$ cat config.mk
export PLATFORM = sky130hd
export DESIGN_NAME = rail_fence_cipher
export DESIGN_NICKNAME = d
export VERILOG_FILES = /design/src/rtl/rfc_pkg.sv /design/src/rtl/rfc_front.sv /design/src/rtl/rfc_fifo.sv /design/src/rtl/rfc_perm.sv /design/src/rtl/rfc_emit.sv /design/src/rtl/rail_fence_cipher.sv
export VERILOG_INCLUDE_DIRS = /design/src /design/src/rtl
export SDC_FILE = /design/constraint.sdc
export NUM_CORES = 1
export LEC_CHECK = 0
export BUFFER_PORTS_ARGS = -buffer_cell sky130_fd_sc_hd__clkbuf_2
export CAP_MARGIN = 10
export CORE_UTILIZATION = 50
export DETAILED_ROUTE_END_ITERATION = 12
export GPL_TIMING_DRIVEN = 0
export PLACE_DENSITY_LB_ADDON = 0.12
export SYNTH_ARGS = -nofsm -noshare
export SYNTH_HDL_FRONTEND = slang
export SYNTH_SLANG_ARGS = --single-unit
$ cat constraint.sdc
create_clock -name i_clk -period 5.5 [get_ports i_clk]
set_input_delay 0.55 -clock i_clk [delete_from_list [all_inputs] [get_ports i_clk]]
set_output_delay 0.55 -clock i_clk [all_outputs]
set_load 0.01 [all_outputs]
$ cat src/rtl/rail_fence_cipher_macros.svh
// ---------------------------------------------------------------------------
// Assertion macros shared by the rail fence cipher RTL.
// Each macro expects i_clk and i_rst_n in scope.
// ---------------------------------------------------------------------------
`ifndef RAIL_FENCE_CIPHER_MACROS_SVH
`define RAIL_FENCE_CIPHER_MACROS_SVH

// Condition holds at every clock edge out of reset.
`define RFC_ASSERT_ALWAYS(label, cond, msg) \
    label: assert property (@(posedge i_clk) disable iff (!i_rst_n) (cond)) \
        else $error(msg);

// Consequent holds in the same cycle as the antecedent.
`define RFC_ASSERT_IMP(label, ante, cons, msg) \
    label: assert property (@(posedge i_clk) disable iff (!i_rst_n) (ante) |-> (cons)) \
        else $error(msg);

// Consequent holds in the cycle after the antecedent.
`define RFC_ASSERT_NEXT(label, ante, cons, msg) \
    label: assert property (@(posedge i_clk) disable iff (!i_rst_n) (ante) |=> (cons)) \
        else $error(msg);

`endif

$ cat src/rtl/rfc_pkg.sv
// ---------------------------------------------------------------------------
// rfc_pkg
// Types and constants shared by the rail fence cipher modules.
// ---------------------------------------------------------------------------
`timescale 1ns / 1ps
`default_nettype none

package rfc_pkg;

    // Input queue between the front and the back end
    localparam int QDEPTH = 4;
    localparam int QAW    = 2;

    // Widths that cover the whole supported buffer range (up to 64 bytes)
    localparam int IDX_W = 6;
    localparam int CNT_W = 7;

    // Character constants
    localparam logic [7:0] CH_LOWER_A = 8'h61;
    localparam logic [7:0] CH_LOWER_Z = 8'h7A;
    localparam logic [7:0] CH_UPPER_A = 8'h41;

    // Configuration registers
    localparam int              RAILS_W     = 5;
    localparam logic [4:0]      RAILS_RESET = 5'd2;
    localparam int              APB_AW      = 3;
    localparam logic            REG_RAILS   = 1'b0;
    localparam logic            REG_MODE    = 1'b1;
    localparam logic            MODE_ENC    = 1'b0;
    localparam logic            MODE_DEC    = 1'b1;

    // One classified character on its way to the back end
    typedef struct packed {
        logic [7:0] data;
        logic       last;
        logic       keep;   // 0: buffer full, character dropped
    } t_item;

    // Write port into the output buffer
    typedef struct packed {
        logic             en;
        logic [IDX_W-1:0] addr;
        logic [7:0]       data;
    } t_wr;

    // Hand-off of a permuted message to the emitter
    typedef struct packed {
        logic             valid;
        logic [CNT_W-1:0] len;
        logic             ovf;
    } t_start;

    function automatic logic [7:0] to_upper(input logic [7:0] c);
        logic [7:0] r;
        r = c;
        if (c >= CH_LOWER_A && c <= CH_LOWER_Z) begin
            r = c - CH_LOWER_A + CH_UPPER_A;
        end
        return r;
    endfunction

endpackage

`default_nettype wire

$ cat src/rtl/rfc_front.sv
// ---------------------------------------------------------------------------
// rfc_front
// Accepts characters, folds lower case to upper case and marks characters
// that no longer fit in the message buffer.
// ---------------------------------------------------------------------------
`timescale 1ns / 1ps
`default_nettype none

module rfc_front
    import rfc_pkg::*;
#(
    parameter int MAX_LEN = 64
) (
    input  wire logic       i_clk,
    input  wire logic       i_rst_n,
    input  wire logic       i_in_valid,
    output logic            o_in_ready,
    input  wire logic [7:0] i_in_byte,
    input  wire logic       i_in_last,
    output logic            o_q_valid,
    input  wire logic       i_q_ready,
    output t_item           o_q_item
);

    localparam int CW = $clog2(MAX_LEN + 1);

    logic [CW-1:0] r_cnt;
    logic [CW-1:0] n_cnt;
    logic          w_keep;
    logic          w_acc;

    assign w_keep     = (r_cnt < CW'(MAX_LEN));
    assign w_acc      = i_in_valid && i_q_ready;
    assign o_in_ready = i_q_ready;
    assign o_q_valid  = i_in_valid;

    always_comb begin
        o_q_item.data = to_upper(i_in_byte);
        o_q_item.last = i_in_last;
        o_q_item.keep = w_keep;
    end

    always_comb begin
        n_cnt = r_cnt;
        if (w_acc) begin
            if (i_in_last) begin
                n_cnt = '0;
            end else if (w_keep) begin
                n_cnt = r_cnt + 1'b1;
            end
        end
    end

    always_ff @(posedge i_clk) begin
        if (!i_rst_n) begin
            r_cnt <= '0;
        end else begin
            r_cnt <= n_cnt;
        end
    end

endmodule

`default_nettype wire

$ cat src/rtl/rfc_fifo.sv
// ---------------------------------------------------------------------------
// rfc_fifo
// Short queue of classified characters between the front and the back end.
// ---------------------------------------------------------------------------
`timescale 1ns / 1ps
`default_nettype none
`include "rail_fence_cipher_macros.svh"

module rfc_fifo
    import rfc_pkg::*;
(
    input  wire logic  i_clk,
    input  wire logic  i_rst_n,
    input  wire logic  i_push,
    input  wire t_item i_item,
    output logic       o_ready,
    output logic       o_valid,
    input  wire logic  i_pop,
    output t_item      o_item
);

    t_item           r_mem [QDEPTH];
    logic [QAW-1:0]  r_wp;
    logic [QAW-1:0]  r_rp;
    logic [QAW:0]    r_count;
    logic            w_push;
    logic            w_pop;

    assign o_ready = (r_count != (QAW+1)'(QDEPTH));
    assign o_valid = (r_count != '0);
    assign o_item  = r_mem[r_rp];
    assign w_push  = i_push && o_ready;
    assign w_pop   = i_pop && o_valid;

    always_ff @(posedge i_clk) begin
        if (w_push) begin
            r_mem[r_wp] <= i_item;
        end
    end

    always_ff @(posedge i_clk) begin
        if (!i_rst_n) begin
            r_wp    <= '0;
            r_rp    <= '0;
            r_count <= '0;
        end else begin
            if (w_push) begin
                r_wp <= r_wp + 1'b1;
            end
            if (w_pop) begin
                r_rp <= r_rp + 1'b1;
            end
            if (w_push && !w_pop) begin
                r_count <= r_count + 1'b1;
            end else if (w_pop && !w_push) begin
                r_count <= r_count - 1'b1;
            end
        end
    end

    `RFC_ASSERT_ALWAYS(a_q_count_bound, r_count <= (QAW+1)'(QDEPTH), "queue count overran")
    `RFC_ASSERT_ALWAYS(a_q_ptr_gap, r_wp == QAW'(r_rp + r_count[QAW-1:0]), "queue pointers skew")

endmodule

`default_nettype wire

$ cat src/rtl/rfc_perm.sv
// ---------------------------------------------------------------------------
// rfc_perm
// Loads a message into the buffer, then walks the zigzag rail by rail and
// moves each character into the output buffer at its permuted place.
// ---------------------------------------------------------------------------
`timescale 1ns / 1ps
`default_nettype none
`include "rail_fence_cipher_macros.svh"

module rfc_perm
    import rfc_pkg::*;
#(
    parameter int MAX_LEN   = 64,
    parameter int MAX_RAILS = 16
) (
    input  wire logic               i_clk,
    input  wire logic               i_rst_n,
    input  wire logic               i_q_valid,
    input  wire t_item              i_q_item,
    output logic                    o_q_pop,
    input  wire logic [RAILS_W-1:0] i_rails,
    input  wire logic               i_mode,
    input  wire logic               i_emit_idle,
    output t_wr                     o_wr,
    output t_start                  o_start
);

    localparam int PW   = $clog2(MAX_LEN);
    localparam int CW   = $clog2(MAX_LEN + 1);
    localparam int KMAX = (MAX_RAILS < 31) ? MAX_RAILS : 31;
    localparam int KW   = $clog2(KMAX + 1);
    localparam int SUMW = $clog2(MAX_LEN + 2 * KMAX + 1);

    typedef enum logic [1:0] {
        S_LOAD,
        S_WAIT,
        S_PERM,
        S_FIN
    } t_state;

    t_state          r_state, n_state;
    logic [CW-1:0]   r_len, n_len;
    logic            r_ovf, n_ovf;
    logic [KW-1:0]   r_rail, n_rail;
    logic [PW-1:0]   r_pos, n_pos;
    logic            r_phase, n_phase;
    logic [CW-1:0]   r_i, n_i;
    logic            r_wv, n_wv;
    logic [PW-1:0]   r_wa, n_wa;
    logic            r_start, n_start;
    logic [CW-1:0]   r_slen, n_slen;
    logic            r_sovf, n_sovf;

    logic [7:0]      r_buf [MAX_LEN];
    logic [7:0]      r_bdata;

    logic [RAILS_W-1:0] w_rsat;
    logic [KW-1:0]      w_k;
    logic [KW-1:0]      w_dist;
    logic [SUMW-1:0]    w_a;
    logic [SUMW-1:0]    w_b;
    logic [SUMW-1:0]    w_step;
    logic [SUMW-1:0]    w_next;
    logic [SUMW-1:0]    w_rail_next;
    logic               w_issue;
    logic [PW-1:0]      w_raddr;

    // Rails of zero count as one; clamp to the largest fence supported
    always_comb begin
        if (i_rails == '0) begin
            w_rsat = RAILS_W'(1);
        end else if (i_rails > RAILS_W'(KMAX)) begin
            w_rsat = RAILS_W'(KMAX);
        end else begin
            w_rsat = i_rails;
        end
    end
    assign w_k = KW'(w_rsat);

    // Within a rail the gap alternates between the down and up legs
    always_comb begin
        w_dist = w_k - KW'(1) - r_rail;
        w_a    = SUMW'(w_dist) << 1;
        w_b    = SUMW'(r_rail) << 1;
        w_step = r_phase ? w_b : w_a;
        if (w_step == '0) begin
            w_step = r_phase ? w_a : w_b;
        end
        if (w_step == '0) begin
            w_step = SUMW'(1);
        end
        w_next      = SUMW'(r_pos) + w_step;
        w_rail_next = SUMW'(r_rail) + SUMW'(1);
    end

    assign o_q_pop = (r_state == S_LOAD) && i_q_valid;
    assign w_issue = (r_state == S_PERM) && (r_i != r_len);
    assign w_raddr = (i_mode == MODE_DEC) ? r_i[PW-1:0] : r_pos;

    always_comb begin
        n_state = r_state;
        n_len   = r_len;
        n_ovf   = r_ovf;
        n_rail  = r_rail;
        n_pos   = r_pos;
        n_phase = r_phase;
        n_i     = r_i;
        n_wv    = 1'b0;
        n_wa    = r_wa;
        n_start = 1'b0;
        n_slen  = r_slen;
        n_sovf  = r_sovf;
        case (r_state)
            S_LOAD: begin
                if (i_q_valid) begin
                    if (i_q_item.keep) begin
                        n_len = r_len + 1'b1;
                    end else begin
                        n_ovf = 1'b1;
                    end
                    if (i_q_item.last) begin
                        n_state = S_WAIT;
                    end
                end
            end
            S_WAIT: begin
                // hold until the emitter has read out the previous message
                if (i_emit_idle) begin
                    n_state = S_PERM;
                    n_rail  = '0;
                    n_pos   = '0;
                    n_phase = 1'b0;
                    n_i     = '0;
                end
            end
            S_PERM: begin
                if (r_i == r_len) begin
                    n_state = S_FIN;
                end else begin
                    n_wv = 1'b1;
                    n_wa = (i_mode == MODE_DEC) ? r_pos : r_i[PW-1:0];
                    n_i  = r_i + 1'b1;
                    if (w_next >= SUMW'(r_len)) begin
                        n_rail  = r_rail + 1'b1;
                        n_pos   = PW'(w_rail_next);
                        n_phase = 1'b0;
                    end else begin
                        n_pos   = w_next[PW-1:0];
                        n_phase = !r_phase;
                    end
                end
            end
            S_FIN: begin
                n_start = 1'b1;
                n_slen  = r_len;
                n_sovf  = r_ovf;
                n_len   = '0;
                n_ovf   = 1'b0;
                n_state = S_LOAD;
            end
            default: begin
                n_state = S_LOAD;
            end
        endcase
    end

    always_ff @(posedge i_clk) begin
        if (!i_rst_n) begin
            r_state <= S_LOAD;
            r_len   <= '0;
            r_ovf   <= 1'b0;
            r_i     <= '0;
            r_wv    <= 1'b0;
            r_start <= 1'b0;
        end else begin
            r_state <= n_state;
            r_len   <= n_len;
            r_ovf   <= n_ovf;
            r_i     <= n_i;
            r_wv    <= n_wv;
            r_start <= n_start;
        end
        r_rail  <= n_rail;
        r_pos   <= n_pos;
        r_phase <= n_phase;
        r_wa    <= n_wa;
        r_slen  <= n_slen;
        r_sovf  <= n_sovf;
    end

    // Message buffer: written while loading, read while permuting
    always_ff @(posedge i_clk) begin
        if (o_q_pop && i_q_item.keep) begin
            r_buf[r_len[PW-1:0]] <= i_q_item.data;
        end
        if (w_issue) begin
            r_bdata <= r_buf[w_raddr];
        end
    end

    always_comb begin
        o_wr.en       = r_wv;
        o_wr.addr     = IDX_W'(r_wa);
        o_wr.data     = r_bdata;
        o_start.valid = r_start;
        o_start.len   = CNT_W'(r_slen);
        o_start.ovf   = r_sovf;
    end

    `RFC_ASSERT_IMP(a_perm_wr_in_msg, r_wv, CW'(r_wa) < r_len, "write outside message")
    `RFC_ASSERT_IMP(a_perm_start_len, r_start, r_slen != '0, "empty message to emitter")
    `RFC_ASSERT_NEXT(a_perm_fin_clears, r_state == S_FIN, r_len == '0 && !r_ovf, "length kept")

endmodule

`default_nettype wire

$ cat src/rtl/rfc_emit.sv
// ---------------------------------------------------------------------------
// rfc_emit
// Holds the permuted message and streams it out in order, one character a
// cycle while the receiver is ready, through a read stage and an output register.
// ---------------------------------------------------------------------------
`timescale 1ns / 1ps
`default_nettype none
`include "rail_fence_cipher_macros.svh"

module rfc_emit
    import rfc_pkg::*;
#(
    parameter int MAX_LEN = 64
) (
    input  wire logic   i_clk,
    input  wire logic   i_rst_n,
    input  wire t_wr    i_wr,
    input  wire t_start i_start,
    output logic        o_idle,
    output logic        o_out_valid,
    input  wire logic   i_out_ready,
    output logic [7:0]  o_out_byte,
    output logic        o_out_last,
    output logic        o_overflow
);

    localparam int PW = $clog2(MAX_LEN);
    localparam int CW = $clog2(MAX_LEN + 1);

    logic [7:0]    r_obuf [MAX_LEN];
    logic [CW-1:0] r_n;
    logic [CW-1:0] r_j;
    logic          r_ovf;
    logic          r_dv;
    logic [7:0]    r_rd_byte;
    logic          r_rd_last;
    logic          r_rd_ovf;
    logic          r_ov;
    logic [7:0]    r_out_byte;
    logic          r_out_last;
    logic          r_out_ovf;
    logic          w_move;
    logic          w_rd;

    assign o_idle = (r_j == r_n);
    assign w_move = r_dv && (!r_ov || i_out_ready);
    assign w_rd   = (r_j != r_n) && (!r_dv || w_move);

    always_ff @(posedge i_clk) begin
        if (i_wr.en) begin
            r_obuf[i_wr.addr[PW-1:0]] <= i_wr.data;
        end
        if (w_rd) begin
            r_rd_byte <= r_obuf[r_j[PW-1:0]];
            r_rd_last <= ((r_j + 1'b1) == r_n);
            r_rd_ovf  <= r_ovf;
        end
        if (w_move) begin
            r_out_byte <= r_rd_byte;
            r_out_last <= r_rd_last;
            r_out_ovf  <= r_rd_ovf;
        end
    end

    always_ff @(posedge i_clk) begin
        if (!i_rst_n) begin
            r_n   <= '0;
            r_j   <= '0;
            r_ovf <= 1'b0;
            r_dv  <= 1'b0;
            r_ov  <= 1'b0;
        end else begin
            if (i_start.valid) begin
                r_n   <= i_start.len[CW-1:0];
                r_j   <= '0;
                r_ovf <= i_start.ovf;
            end else if (w_rd) begin
                r_j <= r_j + 1'b1;
            end
            if (w_rd) begin
                r_dv <= 1'b1;
            end else if (w_move) begin
                r_dv <= 1'b0;
            end
            if (w_move) begin
                r_ov <= 1'b1;
            end else if (i_out_ready) begin
                r_ov <= 1'b0;
            end
        end
    end

    assign o_out_valid = r_ov;
    assign o_out_byte  = r_out_byte;
    assign o_out_last  = r_out_last;
    assign o_overflow  = r_out_ovf;

    `RFC_ASSERT_ALWAYS(a_emit_idx_bound, r_j <= r_n, "read index ran past message")
    `RFC_ASSERT_IMP(a_emit_start_idle, i_start.valid, r_j == r_n, "new message while still reading")

endmodule

`default_nettype wire

$ cat src/rtl/rail_fence_cipher.sv
// ---------------------------------------------------------------------------
// rail_fence_cipher
// Rail fence encrypt/decrypt of byte messages with upper-case folding.
//
//   channel  direction  handshake                  payload
//   in       sink       i_in_valid / o_in_ready    i_in_byte, i_in_last
//   out      source     o_out_valid / i_out_ready  o_out_byte, o_out_last, o_overflow
//   config   APB slave  psel/penable/pready        paddr, pwdata, prdata
//
// Characters enter at one per cycle through a four-entry queue. A message is
// then permuted through the single-port message buffer and handed off, and
// streams out at one byte per cycle while the next message loads.
// Reset is synchronous; no clearing pass. A stalled output holds the emitter,
// and a full queue holds the input.
// ---------------------------------------------------------------------------
`timescale 1ns / 1ps
`default_nettype none

module rail_fence_cipher
    import rfc_pkg::*;
#(
    parameter int MAX_LEN   = 64,
    parameter int MAX_RAILS = 16
) (
    input  wire logic              i_clk,
    input  wire logic              i_rst_n,
    input  wire logic              i_in_valid,
    output logic                   o_in_ready,
    input  wire logic [7:0]        i_in_byte,
    input  wire logic              i_in_last,
    output logic                   o_out_valid,
    input  wire logic              i_out_ready,
    output logic [7:0]             o_out_byte,
    output logic                   o_out_last,
    output logic                   o_overflow,
    input  wire logic              psel,
    input  wire logic              penable,
    input  wire logic              pwrite,
    input  wire logic [APB_AW-1:0] paddr,
    input  wire logic [31:0]       pwdata,
    output logic [31:0]            prdata,
    output logic                   pready
);

    logic [RAILS_W-1:0] r_rails;
    logic               r_mode;
    logic               w_cfg_wr;
    logic               w_reg_idx;

    logic   w_fq_valid;
    logic   w_fq_ready;
    t_item  w_fq_item;
    logic   w_q_valid;
    logic   w_q_pop;
    t_item  w_q_item;
    t_wr    w_wr;
    t_start w_start;
    logic   w_emit_idle;

    assign pready    = 1'b1;
    assign w_cfg_wr  = psel && penable && pwrite && pready;
    assign w_reg_idx = paddr[2];

    always_ff @(posedge i_clk) begin
        if (!i_rst_n) begin
            r_rails <= RAILS_RESET;
            r_mode  <= MODE_ENC;
        end else if (w_cfg_wr) begin
            case (w_reg_idx)
                REG_RAILS: r_rails <= pwdata[RAILS_W-1:0];
                REG_MODE:  r_mode  <= pwdata[0];
                default:   r_mode  <= r_mode;
            endcase
        end
    end

    always_comb begin
        case (w_reg_idx)
            REG_RAILS: prdata = {{(32-RAILS_W){1'b0}}, r_rails};
            REG_MODE:  prdata = {31'd0, r_mode};
            default:   prdata = '0;
        endcase
    end

    rfc_front #(
        .MAX_LEN (MAX_LEN)
    ) u_front (
        .i_clk      (i_clk),
        .i_rst_n    (i_rst_n),
        .i_in_valid (i_in_valid),
        .o_in_ready (o_in_ready),
        .i_in_byte  (i_in_byte),
        .i_in_last  (i_in_last),
        .o_q_valid  (w_fq_valid),
        .i_q_ready  (w_fq_ready),
        .o_q_item   (w_fq_item)
    );

    rfc_fifo u_fifo (
        .i_clk   (i_clk),
        .i_rst_n (i_rst_n),
        .i_push  (w_fq_valid),
        .i_item  (w_fq_item),
        .o_ready (w_fq_ready),
        .o_valid (w_q_valid),
        .i_pop   (w_q_pop),
        .o_item  (w_q_item)
    );

    rfc_perm #(
        .MAX_LEN   (MAX_LEN),
        .MAX_RAILS (MAX_RAILS)
    ) u_perm (
        .i_clk       (i_clk),
        .i_rst_n     (i_rst_n),
        .i_q_valid   (w_q_valid),
        .i_q_item    (w_q_item),
        .o_q_pop     (w_q_pop),
        .i_rails     (r_rails),
        .i_mode      (r_mode),
        .i_emit_idle (w_emit_idle),
        .o_wr        (w_wr),
        .o_start     (w_start)
    );

    rfc_emit #(
        .MAX_LEN (MAX_LEN)
    ) u_emit (
        .i_clk       (i_clk),
        .i_rst_n     (i_rst_n),
        .i_wr        (w_wr),
        .i_start     (w_start),
        .o_idle      (w_emit_idle),
        .o_out_valid (o_out_valid),
        .i_out_ready (i_out_ready),
        .o_out_byte  (o_out_byte),
        .o_out_last  (o_out_last),
        .o_overflow  (o_overflow)
    );

endmodule

`default_nettype wire

### Word level (Yosys, flattened, before mapping)

Memory sizes are Yosys's and may differ from the RTL's. A register that Yosys moved wholly into a read port is not among the register bits.
Index checks and enable logic that the tools add are counted.

* $add $sub $neg: 15
* $mul: 0
* div/mod/pow operators: 0
* magnitude comparators: 5
* eq/ne operators: 17
* shift-type cells: 0
* mux-type cells: 54
* bitwise gates (word level): 3
* reduce and logical (&&, ||, !) cells: 41

Operator list (number)
* $pmux W32 S2: 1
* $mux W7: 8
* $mux W6: 7
* $add A7 B1 Y7 const B: 4
* $pmux W7 S2: 2
* $mux W5: 5
* $eq A7 B7 Y1: 3
* $mux W1: 17
* $logic_not A7 Y1: 2
* $ne A7 B7 Y1: 2
* $logic_and A1 B1 Y1: 12
* $mux W2: 6
* $ne A2 B2 Y1 const B: 6
* $pmux W6 S2: 1
* $reduce_bool A2 Y1: 6
* $pmux W5 S2: 1
* $reduce_and A2 Y1: 5
* $reduce_and A3 Y1: 3
* $add A8 B7 Y8 const B: 1
* $ge A8 B7 Y1 const B: 1
* $le A8 B7 Y1 const B: 1
* $mux W8: 1
* $pmux W2 S4: 1
* $reduce_and A4 Y1: 2
* other kinds (25): 37

* bits in registers: 94
* latch bits: 0
* bits in writable memories: 1064
* ROM bits: 0
* bits of input ports: 51
* output and inout bits: 45
* word-level logic and storage cells: 166
* memories kept: 3

Memory list
* u_emit.r_obuf: words 64, width 8, rd ports 1, clocked after memory_dff 1, write ports 1, line rfc_emit.sv:30 `logic [7:0] r_obuf [MAX_LEN];`
* u_perm.r_buf: words 64, width 8, rd ports 1, clocked after memory_dff 1, write ports 1, line rfc_perm.sv:54 `logic [7:0] r_buf [MAX_LEN];`
* u_fifo.r_mem: words 4, width 10, rd ports 1, clocked after memory_dff 1, write ports 1, line rfc_fifo.sv:22 `t_item r_mem [QDEPTH];`

### Longest topological paths before layout

* depth in word-level cells: 15
* depth in mapped cells: 26

### By module

Synthesis repeated with hierarchy kept, for this count alone.

* cell total of the unflattened synthesis: 3588
* area, all modules: 52140.0 um^2

By module, submodules not included
* rfc_perm: times used 1, cells an instance 2307, area an instance 27630.2 um^2, sequential area each 16776.1 um^2
* rfc_emit: times used 1, cells an instance 1053, area an instance 21521.9 um^2, sequential area each 16315.6 um^2
* rfc_fifo: times used 1, cells an instance 100, area an instance 1945.6 um^2, sequential area each 1381.3 um^2
* rail_fence_cipher: times used 1, cells an instance 62, area an instance 521.8 um^2, sequential area each 120.1 um^2
* rfc_front: times used 1, cells an instance 66, area an instance 520.5 um^2, sequential area each 140.1 um^2

### Worst setup path before layout

OpenSTA, ideal clock, no wires.

* path kind: register -> register
* from: reg r_rails[1]
* to: reg u_perm.r_rail[0], enable pin
* arrival time: 4.305 ns
* required time: 5.160 ns
* slack: 0.855 ns
* cell stages (with the launch flop): 26
* period minus slack after synthesis: 4.645 ns
* cell sequence: dfxtp_1 -> nor3_1 -> nor2_1 -> nor2_1 -> ha_1 -> fa_1 -> a21o_1 -> a21oi_1 -> xnor2_1 -> xnor2_1 -> o41ai_1 -> a32o_1 -> o211a_1 -> ha_1 -> inv_1 -> fa_1 -> inv_1 -> a21o_1 -> a21oi_1 -> xnor2_1 -> ha_1 -> nand2_1 -> o21ai_0 -> a31o_2 -> a22oi_1 -> nor2_1

* longest elaborated chain between the ends: 14

Ends and longest elaborated chain
* start: declaration: line rail_fence_cipher.sv:45 `logic [RAILS_W-1:0] r_rails;`
* start signal: assignment: line rail_fence_cipher.sv:70 `REG_RAILS: r_rails <= pwdata[RAILS_W-1:0];`
* $gt A5 B5 Y1: line rfc_perm.sv:72 `end else if (i_rails > RAILS_W'(KMAX)) begin`
* $mux W5: line rfc_perm.sv:72
* $mux W5 *: line rfc_perm.sv:70 `if (i_rails == '0) begin`
* $sub A5 B1 Y5 *: line rfc_perm.sv:82 `w_dist = w_k - KW'(1) - r_rail;`
* $sub A5 B5 Y5 *: line rfc_perm.sv:82
* $mux W6: line rfc_perm.sv:85 `w_step = r_phase ? w_b : w_a;`
* $logic_not A7 Y1: line rfc_perm.sv:86 `if (w_step == '0) begin`
* $mux W7 *: line rfc_perm.sv:86
* $logic_not A7 Y1: line rfc_perm.sv:89 `if (w_step == '0) begin`
* $mux W7 *: line rfc_perm.sv:89
* $add A6 B7 Y7 *: line rfc_perm.sv:92 `w_next = SUMW'(r_pos) + w_step;`
* $ge A7 B7 Y1 *: line rfc_perm.sv:143 `if (w_next >= SUMW'(r_len)) begin`
* $ne A2 B2 Y1 (no source line) *
* $reduce_and A4 Y1 (no source line) *
* end signal: assignment: line rfc_perm.sv:183 `r_rail <= n_rail;`
* end: declaration: line rfc_perm.sv:44 `logic [KW-1:0] r_rail, n_rail;`

Mark *: on every way between the ends. The rest lies on a longest branch, timed or not.
A chain may end at the register's enable or synchronous reset.

### Worst setup path after layout

* from: reg r_rails[2]
* to: reg u_perm.r_pos[0], data pin

* longest elaborated chain between the ends: 15

Ends and longest elaborated chain
* $gt A5 B5 Y1: line rfc_perm.sv:72
* $mux W5: line rfc_perm.sv:72
* $mux W5 *: line rfc_perm.sv:70
* $sub A5 B1 Y5 *: line rfc_perm.sv:82
* $sub A5 B5 Y5 *: line rfc_perm.sv:82
* $mux W6: line rfc_perm.sv:85
* $logic_not A7 Y1: line rfc_perm.sv:86
* $mux W7 *: line rfc_perm.sv:86
* $logic_not A7 Y1: line rfc_perm.sv:89
* $mux W7 *: line rfc_perm.sv:89
* $add A6 B7 Y7 *: line rfc_perm.sv:92
* $ge A7 B7 Y1: line rfc_perm.sv:143
* $mux W6 *: line rfc_perm.sv:143
* $mux W6 *: line rfc_perm.sv:137 `if (r_i == r_len) begin`
* $pmux W6 S2 *: line rfc_perm.sv:113 `case (r_state)`
* end signal: assignment: line rfc_perm.sv:184 `r_pos <= n_pos;`
* end: declaration: line rfc_perm.sv:45 `logic [PW-1:0] r_pos, n_pos;`

Mark *: on every way between the ends. The rest lies on a longest branch, timed or not. The select of a mux whose other input is x is not followed.

==> metrics.txt <==
Buffers on Ports 37; critical path startpoint category flip-flop; Finish-stage setup viols 0; dominant cell type by count on the critical path sky130_fd_sc_hd__ha_1; clock tree root driver cell sky130_fd_sc_hd__clkbuf_16; final-report hold violation count 0; number of buffers created by CTS 120; arrival time of data at the critical path endpoint 5.57 ns; pin count of the biggest net entering global routing 65; via count of the first global-routing pass 30800; number of pins with negative max-slew slack in the final report 0; remaining max-slew budget at the tightest pin 15.4%; timing startpoint of the critical path r_rails[2]$_SDFFE_PN0P_; result of the run finished clean; clock period minus worst slack 5.11 ns; leading register cell type out of synthesis sky130_fd_sc_hd__edfxtp_1; top-area cell type share of the netlist area 65.9%; most numerous cell in the Yosys netlist sky130_fd_sc_hd__edfxtp_1; startpoint of the lowest-slack hold path i_in_byte[0]; overflow left after global routing 0; summed instance area of the synthesized netlist 50900 µm²; post-detailed-placement half-perimeter wirelength 96200 µm; number of distinct standard cells referenced by the synthesized netlist 67; clock tree skew after final layout 0.0496 ns; Post-synth EDFFs 1118; Critical Path End Type flip-flop; H-tree depth 3; max-cap viol count 0; Synth async-reset ratio 0%; Synth-to-Final Area Change 12.7%; family with the most delay on the worst path compound AO/OA/AOI/OAI gates; initial antenna violation count 1; crit share post-route 93.0%; Leak Pwr 18.7 nW; std cell rows 116; cell count after synthesis 3615; placeable core area 100000 µm²; cell area power density 475 nW/µm²; final WL 141000 µm; Avg Vias per Cell 6.01; unrepaired setup endpoints after global routing no; clock tree from TritonCTS yes; category of the critical setup timing path flip-flop to flip-flop; clock transition at the register clock pins on the worst setup and hold paths after CTS 0.06 ns; total number of clock tree sinks 1176; total number of nets in the final design 3918; number of storage elements in the synthesis netlist 1176; GRT Total Usage 27.4%; cell total after placement 5063; starting density of the core 50.7%; Clk Latency, worst-skew pair 0.74 ns; area of the die 103000 µm²; setup fix buffers added after clock tree synthesis 0; count of vias placed by the detailed router 31700; transition time of the tightest slew-check pin 1.27 ns; ports placed on the boundary 96; global-route wire length before repair 206000 µm; Post-DP Area 53500 µm²; Iteration-0 DRC Markers 3392; Slowest cell on crit path sky130_fd_sc_hd__fa_1; sequential share of the synthesized area 68.2%; HP Class input pin to flip-flop; Required @ worst endpoint 5.96 ns; drc violations 0; floorplan die height 321 µm; Routed WL per cell 26.6 µm; worst vdd rail ir drop 0.435 mV; worst path buffer plus inverter count 3; post-route insts no fill 5284; Layout Utilization 57.1%; Layout Cell Area excl Fill 57400 µm²; Critical Path Max Stage Delay 0.44 ns; routability congestion estimate 0.959; highest net fanout along the worst path 10; share of layout cells above drive strength 1 12.3%; reg2reg start r_rails[2]$_SDFFE_PN0P_; length of the first detailed-routing pass in iterations 7; die width 321 µm; most frequent cells after synthesis sky130_fd_sc_hd__edfxtp_1 (1118), sky130_fd_sc_hd__o21ai_0 (434), sky130_fd_sc_hd__nor2_1 (226), sky130_fd_sc_hd__inv_1 (221), sky130_fd_sc_hd__mux4_2 (170); maximum achievable frequency 196 MHz; largest cells by area after synthesis sky130_fd_sc_hd__edfxtp_1 (66%), sky130_fd_sc_hd__mux4_2 (7.5%), sky130_fd_sc_hd__o21ai_0 (4.3%), sky130_fd_sc_hd__dfxtp_1 (2.3%), sky130_fd_sc_hd__nand2b_1 (1.9%); biggest area consumer among synthesized cells sky130_fd_sc_hd__edfxtp_1; count of antenna-violating nets left after detailed routing 0; average size of a mapped cell 14.1 µm²; Yosys Warn Count 0; Bufs on Longest Clock Path 3
## layout by cell type (no fill, tap or decap), drive strengths merged, types with 105 or more instances in the layout
| master | netlist | layout |
|---|---|---|
| and2 | 161 | 161 |
| nand2 | 132 | 132 |
| nand2b | 155 | 155 |
| buf | 84 | 114 |
| nor2 | 227 | 227 |
| a21oi | 133 | 133 |
| edfxtp | 1118 | 1118 |
| inv | 221 | 224 |
| clkbuf | 146 | 327 |
| o22ai | 105 | 105 |
| mux4 | 170 | 170 |
| o21ai | 436 | 436 |
## cell families (layout without fill, tap and decap cells)
| logic type | after synthesis | in the layout | synth area share, % |
|---|---|---|---|
| simple gates | 848 | 848 | 8.53 |
| mux | 193 | 193 | 7.98 |
| flops | 1176 | 1176 | 68.2 |
| other cells | 2 | 29 | 0.0147 |
| xor+xnor | 54 | 54 | 0.929 |
| buf+inv | 452 | 737 | 3.59 |
| compound gates | 854 | 854 | 9.80 |
| fa+ha+maj | 36 | 36 | 0.929 |
## per-stage QoR
stage	hold WS, ns	setup WS [ns]	TNS [ns]	power, mW
2_1_floorplan	0.400	0.855	0	16.1
3_3_place_gp	0.403	-0.506	-1.90	19.0
3_5_place_dp	0.405	0.117	0	19.3
4_1_cts	0.0246	0.00847	0	27.2
5_1_grt	0.0492	0.00541	0	28.3
6_report	0.0625	0.388	0	27.3
## power by group
group	leakage, nW	total (mW)	internal [mW]	switching, mW
Clock	1.88	7.98	4.46	3.52
Combinational	6.27	8.40	2.78	5.62
Sequential	10.5	10.9	10.7	0.201
## flip-flops by register name, indices dropped and copies added, names as in the netlist, 2 cells and up, named ones only
| register | count |
|---|---|
| u_emit.r_rd_byte | 8 |
| u_fifo.r_mem | 40 |
| u_fifo.r_rp | 2 |
| u_emit.r_obuf | 512 |
| u_emit.o_out_byte | 8 |
| u_perm.r_i | 7 |
| u_perm.r_buf | 512 |
| u_front.r_cnt | 7 |
| u_fifo.r_count | 3 |
| u_emit.r_n | 7 |
| u_emit.r_j | 7 |
| u_perm.r_bdata | 8 |
| u_perm.r_wa | 6 |
| u_perm.r_len | 7 |
| u_perm.r_slen | 7 |
| u_perm.r_rail | 5 |
| u_perm.r_state | 2 |
| r_rails | 5 |
| u_perm.r_pos | 6 |
| u_fifo.r_wp | 2 |
## path summary, 6_finish.rpt
check / cells past startpoint / slack [ns] / to
max: 26 / 0.39 / u_perm.r_pos[0]$_SDFFCE_PN0P_
max reg2reg: 26 / 0.39 / u_perm.r_pos[0]$_SDFFCE_PN0P_
min reg2reg: 0 / 0.42 / u_emit.o_out_byte[4]$_DFFE_PP_
min: 1 / 0.06 / u_fifo.r_mem[0][2]$_DFFE_PP_
## per-layer routing
metal	vias up	GRT usage (%)	wire length, µm
met1	16000	36.9	56300
met5	-	0	0
met3	298	4.22	10600
li1	14000	-	-
met4	0	11.7	6410
met2	1395	44.4	67300
## final cells by class
cell class | instances | area (µm²)
inverter | 222 | 833
buffer | 230 | 998
fill | 8071 | 43000
multi-input combinational | 2013 | 14500
tap | 1357 | 1700
sequential | 1176 | 34700
clock buffer | 144 | 3140
timing repair buffer | 68 | 783
clock inverter | 73 | 692
antenna | 1 | 2.50
## timing repair
item	4_1_cts	5_1_grt
resized for setup	0	8
hold endpoints to repair	1	0
setup endpoints to repair	0	11
hold buffers	1	0
No activity file was read; power rests on OpenSTA's default activity.
